**config.mk**
```make
export PLATFORM = sky130hd
export DESIGN_NAME = ufsz_ctrl
export DESIGN_NICKNAME = d
export VERILOG_FILES = /design/src/ufsz_pkg.sv /design/src/ufsz_ctrl.sv
export SDC_FILE = /design/constraint.sdc
export NUM_CORES = 1
export LEC_CHECK = 0
export ABC_AREA = 1
export BUFFER_PORTS_ARGS = -buffer_cell sky130_fd_sc_hd__buf_4
export CAP_MARGIN = 0
export CORE_AREA = 2 2 39 41
export CTS_CLUSTER_DIAMETER = 60
export DETAILED_ROUTE_END_ITERATION = 6
export DIE_AREA = 0 0 41 43
export GPL_TIMING_DRIVEN = 0
export SYNTH_ARGS = -nofsm -noshare
export SYNTH_HDL_FRONTEND = slang
export SYNTH_SLANG_ARGS = --single-unit
```
**constraint.sdc**
```tcl
create_clock -name clk_i -period 1.15 [get_ports clk_i]
set_input_delay 0.1725 -clock clk_i [delete_from_list [all_inputs] [get_ports clk_i]]
set_output_delay 0.1725 -clock clk_i [all_outputs]
set_load 0.05 [all_outputs]
```
**src/ufsz_pkg.sv**
```systemverilog
package ufsz_pkg;

  localparam int unsigned NUM_ELEMENTS_DEF = 65536;
  localparam int unsigned IN_W             = 16;
  localparam int unsigned SIZE_W           = 17;
  localparam int unsigned EPOCH_W          = 4;

  typedef enum logic [3:0] {
    OP_NONE,
    OP_LOAD,
    OP_CLR,
    OP_RED,
    OP_FIND_START,
    OP_FIND,
    OP_CMP_START,
    OP_CMP,
    OP_EXT_RA,
    OP_EXT_RB,
    OP_SUM
  } ufsz_op_e;

  typedef struct packed {
    ufsz_op_e op;
    logic     sel;
  } ufsz_cmd_t;

  typedef struct packed {
    logic clr_last;
    logic red_last;
    logic find_done;
    logic cmp_done;
    logic wrap_req;
    logic out_busy;
  } ufsz_sts_t;

endpackage

```
**src/ufsz_ctrl.sv**
```systemverilog
module ufsz_ctrl import ufsz_pkg::*; #(
  parameter int unsigned NUM_ELEMENTS = NUM_ELEMENTS_DEF
) (
  input  logic      clk_i,
  input  logic      rst_ni,
  input  logic      in_valid_i,
  output logic      in_ready_o,
  input  ufsz_sts_t sts_i,
  output ufsz_cmd_t cmd_o
);

  localparam bit NEED_RED = (NUM_ELEMENTS < (1 << IN_W));

  localparam logic [3:0] S_INIT = 4'd0;
  localparam logic [3:0] S_IDLE = 4'd1;
  localparam logic [3:0] S_CLR  = 4'd2;
  localparam logic [3:0] S_RED  = 4'd3;
  localparam logic [3:0] S_FA0  = 4'd4;
  localparam logic [3:0] S_FA   = 4'd5;
  localparam logic [3:0] S_CA0  = 4'd6;
  localparam logic [3:0] S_CA   = 4'd7;
  localparam logic [3:0] S_FB0  = 4'd8;
  localparam logic [3:0] S_FB   = 4'd9;
  localparam logic [3:0] S_CB0  = 4'd10;
  localparam logic [3:0] S_CB   = 4'd11;
  localparam logic [3:0] S_XA   = 4'd12;
  localparam logic [3:0] S_XB   = 4'd13;
  localparam logic [3:0] S_SUM  = 4'd14;

  localparam logic [3:0] S_WALK = NEED_RED ? S_RED : S_FA0;

  logic [3:0] state_q;
  logic [3:0] state_d;

  always_comb begin
    state_d    = state_q;
    cmd_o.op   = OP_NONE;
    cmd_o.sel  = 1'b0;
    in_ready_o = 1'b0;
    case (state_q)
      S_INIT: begin
        cmd_o.op = OP_CLR;
        if (sts_i.clr_last) begin
          state_d = S_IDLE;
        end
      end
      S_IDLE: begin
        in_ready_o = 1'b1;
        if (in_valid_i) begin
          cmd_o.op = OP_LOAD;
          state_d  = sts_i.wrap_req ? S_CLR : S_WALK;
        end
      end
      S_CLR: begin
        cmd_o.op = OP_CLR;
        if (sts_i.clr_last) begin
          state_d = S_WALK;
        end
      end
      S_RED: begin
        cmd_o.op = OP_RED;
        if (sts_i.red_last) begin
          state_d = S_FA0;
        end
      end
      S_FA0: begin
        cmd_o.op = OP_FIND_START;
        state_d  = S_FA;
      end
      S_FA: begin
        cmd_o.op = OP_FIND;
        if (sts_i.find_done) begin
          state_d = S_CA0;
        end
      end
      S_CA0: begin
        cmd_o.op = OP_CMP_START;
        state_d  = S_CA;
      end
      S_CA: begin
        cmd_o.op = OP_CMP;
        if (sts_i.cmp_done) begin
          state_d = S_FB0;
        end
      end
      S_FB0: begin
        cmd_o.op  = OP_FIND_START;
        cmd_o.sel = 1'b1;
        state_d   = S_FB;
      end
      S_FB: begin
        cmd_o.op  = OP_FIND;
        cmd_o.sel = 1'b1;
        if (sts_i.find_done) begin
          state_d = S_CB0;
        end
      end
      S_CB0: begin
        cmd_o.op  = OP_CMP_START;
        cmd_o.sel = 1'b1;
        state_d   = S_CB;
      end
      S_CB: begin
        cmd_o.op  = OP_CMP;
        cmd_o.sel = 1'b1;
        if (sts_i.cmp_done) begin
          state_d = S_XA;
        end
      end
      S_XA: begin
        cmd_o.op = OP_EXT_RA;
        state_d  = S_XB;
      end
      S_XB: begin
        cmd_o.op = OP_EXT_RB;
        state_d  = S_SUM;
      end
      S_SUM: begin
        if (!sts_i.out_busy) begin
          cmd_o.op = OP_SUM;
          state_d  = S_IDLE;
        end
      end
      default: begin
        state_d = S_INIT;
      end
    endcase
  end

  always_ff @(posedge clk_i or negedge rst_ni) begin
    if (!rst_ni) begin
      state_q <= S_INIT;
    end else begin
      state_q <= state_d;
    end
  end

endmodule

```
# Word level (Yosys, flattened, before mapping)
# Index checks and enable logic that the tools add are counted.
# word_totals
regBits,4
inputBits,9
output_inout_bits,6
# classes
eq_ne,23
n_mux,16
reduce_logical,8
# ops
operator,n
4-bit case mux with 15 select lines,1
4-bit 2-to-1 mux,10
4-bit case mux with 10 select lines,1
"4-bit == test, second input constant",7
"2-bit inequality test, second input constant",9
"4-bit by 3-bit == test with 1-bit output, second input constant",4
2-bit OR reduction,5
9-bit AND reduction,1
"4-bit by 2-bit == test with 1-bit output, second input constant",2
"4-bit by 1-bit == test with 1-bit output, second input constant",1
4-bit logical NOT,1
4-bit OR reduction,1
1-bit 2-to-1 mux,3
3-bit 2-to-1 mux,1

# Logic depth before layout (Yosys ltp)
# Gate-level depths: netlist of run 1.
# logic_depth
word_depth,3
depth_mapped,10
mapped_depth_nobuf,9

# Worst setup path after synthesis of run 1
# No wires, ideal clock.
# synth_timing
kind,reg2out
start,reg state_q[2]
end,out cmd_o[1] (netlist bit)
arrival_time_ns,1.833
setup_slack_ns,-0.856
stages_incl_launch_ff,4
cell_sequence,dfrtp_1 nand2_1 inv_2 a221oi_1
# synth_lines
element,line,source
"start, declared",ufsz_ctrl.sv:32,logic [3:0] state_q;
"start signal, assigned",ufsz_ctrl.sv:134,state_q <= state_d;
"end, declared",ufsz_ctrl.sv:9,output ufsz_cmd_t cmd_o

==> flow_summary.yaml, run 1 <==
pwr:
  power.switching_mw: 1.48
  internal_power_mw: 1.31
  clkPwrFrac_pct: 6.8
  p_sw_share_pct: 52.9
  peakVddDrop_v: 0.00165
  pwr-share-seq_pct: 10.9
  pwr-share-comb_pct: 82.3
  leakagePower_nw: 0.460
  p_per_area_nw_per_um2: 3280
drt:
  routed_via_density: 4.87
  top_layer: "met4"
  antenna_left: 0
  first_pass_iters: 4
  routed-via-count: 623
  drt-initial-drc-count: 8
  drc: 0
  route.met3.wl_um: 63
  met1_length_um: 572
  routed_wl_um: 1370
  wl_met2_um: 721
  routedWlPerCell_um: 10.7
die:
  fp.dieArea_um2: 1760
  core-area_um2: 1380
  row_count: 14
  io_pins: 15
  start_util_pct: 35.6
  dieWidth_um: 41
  chipHeight_um: 43
worst_hold_path:
  worstHoldPathType: "in -> async"
placement:
  dp_hpwl_um: 926
  dpl_cell_area_um2: 641
  gp_congestion: 0.800
  numPortBuffers: 14
timing:
  fmax_mhz: 673
  min_period_ns: 1.49
  worst_pin_slew_ns: 0.225
  finalHoldViolations: 0
  rsz0062_at_grt: "true"
  finalMaxSlewViolations: 0
  max_slew_margin_pct: 85.0
  worst_slack_ns: -0.335
  setup_viol: 10
  fin_skew_ns: 0.00297
  holdWs_ns: 0.268
  post-route-period-util_pct: 129
cells_and_area:
  drive_above_1_share_pct: 55.4
  top_register: "state_q"
  top_regs: "state_q (4)"
  final-seq-area_um2: 103
  finalInstanceArea_um2: 852
  fill_cells: 137
  final_nets: 122
  post-route-util_pct: 61.6
  largest_reg_flops: 4
  multi_input_area_um2: 393
  diodes: 0
  area_delta_synth_final_pct: 72.8
critical_path:
  reg2reg_setup_slack_ns: -0.25
  path_class: "reg -> out"
  cp_data_arrival_time_ns: 1.31
  end_kind: "output port"
  cp-start-kind: "flip-flop"
  path_max_fanout: 6
  crit_required_ns: 0.98
yosys:
  synth_area_leaders: "nand2_1, dfrtp_1, nand3_1, nand2_2, nor2_2"
  yosysWarnings: 0
  syn_nets: 90
  syn_area_um2: 493
  synth.top_cell.area_share_pct: 20.6
  yosysSeqAreaShare_pct: 20.3
  avgSynthCellArea_um2: 6.09
  yosysTopAreaCell: "nand2_1"
  netlist_instances: 81
  synthDistinctLibCells: 18
  ys_ff_latch: 4
grt:
  grt_max_degree: 11
  grt-ovfl-total: 0
  antenna_found_initial: 0
  grt_pass1_wl_um: 2320
  grt.total_usage_pct: 19.5
  grt_pass1_vias: 586
clock_network:
  cts_tree: "done"
  htree_num_levels: 1
  clock_path_buffers: 2
  numCtsBuffers: 3
  cts_sinks: 4
  clk_pin_slew_worst_paths_ns: 0.04
  clk_latency_ns: 0.24
  cts_root_buf: "clkbuf_4"
run:
  drv_cap: 0
status:
  failed_checks: "setup timing"
  status: "complete, but fails checks"
[kinds of logic after synthesis]
group                  Yosys count  synth area share [%]
AOI/OAI and AO/OA                5                  7.11
buffers and inverters           13                  11.4
DFF                              4                  20.3
and+or+nand+nor                 59                  61.2
[critical path, cell delays in order, from the launching register on]
cell and delay, ns:
dfrtp_2 0.45, nor2_4 0.06, buf_6 0.12, a221oi_2 0.25, buf_6 0.20
[path summary, 6_finish.rpt]
check | from | endpoint | cells after the start
max in group asynchronous | rst_ni | state_q[3]$_DFFE_PN0P_ | 2
min in group clk_i | sts_i[1] | state_q[1]$_DFFE_PN0P_ | 5
hold / removal | rst_ni | state_q[2]$_DFFE_PN0P_ | 2
setup / recovery | state_q[2]$_DFFE_PN0P_ | cmd_o[1] | 4
setup reg to reg | state_q[2]$_DFFE_PN0P_ | state_q[0]$_DFFE_PN0P_ | 9
hold reg to reg | state_q[1]$_DFFE_PN0P_ | state_q[1]$_DFFE_PN0P_ | 3
[per-layer routing]
layer | global-route usage [%] | vias up
met1 | 22.7 | 288
met2 | 32.2 | 15
met3 | 6.81 | 2
met4 | 5.33 | 0
li1 | - | 318
met5 | 0 | -
[synthesized netlist by cell type]
library cell   n
nand3_1       10
a21oi_1        1
o211ai_1       1
inv_2          6
nor2_2         4
nor2_4         1
inv_1          5
nand2_4        1
nor2_1         6
buf_4          2
nor2_8         1
dfrtp_1        4
nand2_1       27
a221oi_1       1
a31oi_1        1
nand2_2        6
nand3b_1       3
o21bai_1       1
[area by class of cell]
cell class                      instances  area share (%)
Clock buffer                            4            3.08
Inverter                               11            4.85
Sequential cell                         4            12.0
Timing Repair Buffer                   27            28.9
Tap cell                               16            2.35
Multi-Input combinational cell         64            46.1
Buffer                                  2            2.64
[layout by cell type (no fill, tap or decap), drive strengths merged]
cell / count
inv: 11
nand3b: 3
nand3: 10
a31oi: 1
nand2: 34
buf: 28
a21oi: 1
o211ai: 1
dlygate4sd3: 1
dfrtp: 4
clkbuf: 4
o21bai: 1
a221oi: 1
nor2: 12
[power by group through the flow]
| stage | Sequential, mW | Clock (mW) | Combinational, mW |
|---|---|---|---|
| floorplan | 0.282 | 0 | 1.32 |
| global placement | 0.297 | 0 | 1.68 |
| detailed placement | 0.298 | 0 | 1.68 |
| CTS | 0.297 | 0.203 | 2.21 |
| global route | 0.314 | 0.225 | 2.47 |
| finish | 0.303 | 0.190 | 2.30 |
[repair_timing]
item                                    in CTS  in global routing
pin swaps                                    8                  5
resized for setup                           20                  5
hold buffers                                 1                  0
endpoints found under the setup margin      10                 10
buffers inserted                            11                  1
hold endpoints to repair                     4                  0
[metrics by stage]
step           TNS (ns)  setup slack, ns  instances  total power [mW]
3_3_place_gp      -1.11           -0.234        111              1.98
5_1_grt           -3.22           -0.402        128              3.01
6_report          -2.42           -0.335        128              2.79
2_1_floorplan     -2.47           -0.504         81              1.61
3_5_place_dp      -1.12           -0.235        111              1.98
4_1_cts           -2.38           -0.337        127              2.71
(Power assumes the default switching activity.)
==> inputs of run 2 (changes only) <==
- ABC_AREA: 1 -> default
- clock period: 1.15 -> 1.4 ns (I/O delays scaled with it)
==> run 2 against run 1 <==
Net effect:
- the flow still finishes with violations (setup timing)
- non-clock buffer count increased by 1
- count of clock-buffer cells in the layout decreased by 1
- routed wire length increased by 10%
- via count decreased by 13%
- worst setup slack improved by 0.18 ns
- die area unchanged
- synthesized cell count decreased by 27%
- register-to-register slack improved by 0.13 ns
- cell count decreased by 20%
- hold slack improved by 0.049 ns
- design area decreased by 5.4%
- sequential cell count unchanged
- critical endpoint is now in_ready_o
- highest routed layer unchanged
==> flow_summary.yaml, run 2 <==
clock_network:
  numCtsBuffers: 3
  cts_sinks: 4
  htree_num_levels: 1
  clk_latency_ns: 0.23
  clk_pin_slew_worst_paths_ns: 0.04
  clock_path_buffers: 2
  cts_tree: "done"
  cts_root_buf: "clkbuf_4"
yosys:
  synth_fa_ha_area_share_pct: 0
  synth_area_leaders: "dfrtp_1, o21ai_0, buf_6, nand2_1, nor2_1"
  synth_compound_gate_area_share_pct: 28.0
  ys_ff_latch: 4
  syn_area_um2: 460
  syn_nets: 68
  synth.top_cell.area_share_pct: 21.7
  yosysSeqAreaShare_pct: 21.7
  synth_top_family_by_area: "simple AND/OR/NAND/NOR gates"
  yosys-top-cells-count: "o21ai_0, nand2_1, nor2_1"
  synth_mux_area_share_pct: 5.43
  dominantRegCellSynth: "dfrtp_1"
  synthDistinctLibCells: 31
  synthXorXnorAreaFrac_pct: 1.90
  synth_edf_count: 0
  yosysWarnings: 0
  netlist_instances: 59
  avgSynthCellArea_um2: 7.80
  yosysTopAreaCell: "dfrtp_1"
  async_flop_share_pct: 100
  synthSimpleGateAreaFrac_pct: 31.5
  synth.most_common_cell: "o21ai_0"
drt:
  routedWlPerCell_um: 14.8
  drt-initial-drc-count: 6
  routed_wl_um: 1510
  routed_via_density: 5.34
  drc: 0
  antenna_left: 0
  first_pass_iters: 4
  routed-via-count: 545
critical_path:
  cp-start-kind: "flip-flop"
  path_delay_family: "flip-flops"
  crit_required_ns: 1.19
  r2r-start: "state_q[0]$_DFFE_PN0P_"
  cp_data_arrival_time_ns: 1.34
  path_class: "reg -> out"
  path_cells: "buf_6, nor2_4, nand2_1, nor2_2, buf_6"
  cpMostUsedCell: "buf_6"
  critical_path.max_stage_delay_ns: 0.42
  reg2reg_setup_slack_ns: -0.12
  timing.critical_path.buf_inv: 2
  startpoint: "state_q[3]$_DFFE_PN0P_"
  cp_slowest_cell: "dfrtp_1"
  end_kind: "output port"
  path_max_fanout: 7
cells_and_area:
  diodes: 0
  final_common_cell: "buf_4"
  top_register: "state_q"
  final_cells: 102
  largest_reg_flops: 4
  multi_input_area_um2: 375
  fill_cells: 118
  drive_above_1_share_pct: 58.1
  final-seq-area_um2: 101
  finalInstanceArea_um2: 806
  final_nets: 97
  area_delta_synth_final_pct: 75.0
  top_regs: "state_q (4)"
  mostFrequentLayoutCells: "buf_4, buf_6, nand2_1, o21ai_0"
timing:
  post-route-period-util_pct: 111
  fmax_mhz: 645
  setup_viol: 8
  worst_slack_ns: -0.151
  rsz0062_at_grt: "true"
  min_period_ns: 1.55
  fin_skew_ns: 0.00827
  finalHoldViolations: 0
  worst_pin_slew_ns: 0.292
  max_slew_margin_pct: 80.4
  fin_setup_tns_ns: -0.787
  finalMaxSlewViolations: 0
die:
  io_pins: 15
  row_count: 14
  core-area_um2: 1380
  start_util_pct: 33.3
  dieWidth_um: 41
  chipHeight_um: 43
  fp.dieArea_um2: 1760
placement:
  dp.cells: 89
  dpl_cell_area_um2: 629
  gp_congestion: 0.795
  dp_hpwl_um: 862
  dp_slack_ns: -0.168
  numPortBuffers: 14
status:
  status: "complete, but fails checks"
  failed_checks: "setup timing"
grt:
  grt-ovfl-total: 0
  grt_pass1_vias: 501
  grt.total_usage_pct: 18.6
  antenna_found_initial: 0
  grt_max_degree: 11
  grt_pass1_wl_um: 2250
worst_hold_path:
  min_from: "sts_i[2]"
  worstHoldPathType: "in -> reg"
run:
  drv_cap: 0
run 2: cell count changes after synthesis, moves of 3 or more:
cell     before  now
inv_2         6    1
nand2_2       6    0
o21ai_0       0    8
nand3_1      10    1
nor2_2        4    0
inv_1         5    2
buf_2         0    3
nand2_1      27    6
run 2: routing by layer:
layer,global-route usage [%],up-vias,wire (µm)
li1,-,267,-
met1,25.2,261,665
met2,30.6,15,787
met3,0,2,44
met4,6.00,0,17
met5,0,-,0
run 2: what timing repair did:
action,4_1_cts,5_1_grt
buffers inserted,9,1
hold buffers,1,0
pin swaps,10,3
resized for setup,16,3
endpoints found under the setup margin,6,9
hold endpoints to repair,4,0
gates cloned,0,0
run 2: layout make-up:
| class | instances | area share [%] |
|---|---|---|
| timing repair buffer | 25 | 26.9 |
| multi-input combinational | 46 | 46.6 |
| tap | 16 | 2.48 |
| inverter | 3 | 1.71 |
| buffer | 5 | 6.99 |
| sequential | 4 | 12.6 |
| clock buffer | 3 | 2.80 |
run 2: final timing paths:
kind	endpoint	cells after the start
setup / recovery	in_ready_o	5
hold / removal	state_q[3]$_DFFE_PN0P_	3
setup reg to reg	state_q[2]$_DFFE_PN0P_	6
hold reg to reg	state_q[0]$_DFFE_PN0P_	3
max in group asynchronous	state_q[1]$_DFFE_PN0P_	2
min in group asynchronous	state_q[3]$_DFFE_PN0P_	2
run 2: metrics by stage:
stage	hold slack, ns	util, %
4_1_cts	0.302	56.4
3_3_place_gp	0.00694	45.5
5_1_grt	0.326	58.2
2_1_floorplan	-0.0856	-
3_5_place_dp	0.00661	45.5
6_report	0.317	58.2
run 2: logic make-up (layout without fill, tap and decap cells):
family	after synthesis	after routing
AND/OR/NAND/NOR	24	24
AO/OA/AOI/OAI	19	19
buffers and inverters	9	36
flip-flops	4	4
multiplexers	2	2
XOR/XNOR	1	1
run 2: worst min-delay path, cell delays in order:
cell,delay (ns)
buf_4,0.12
nand3b_1,0.07
o21ai_0,0.09
Power of run 2 is not shown: default switching activity piles up to over one toggle a cycle in this logic, so the estimate is an artifact.
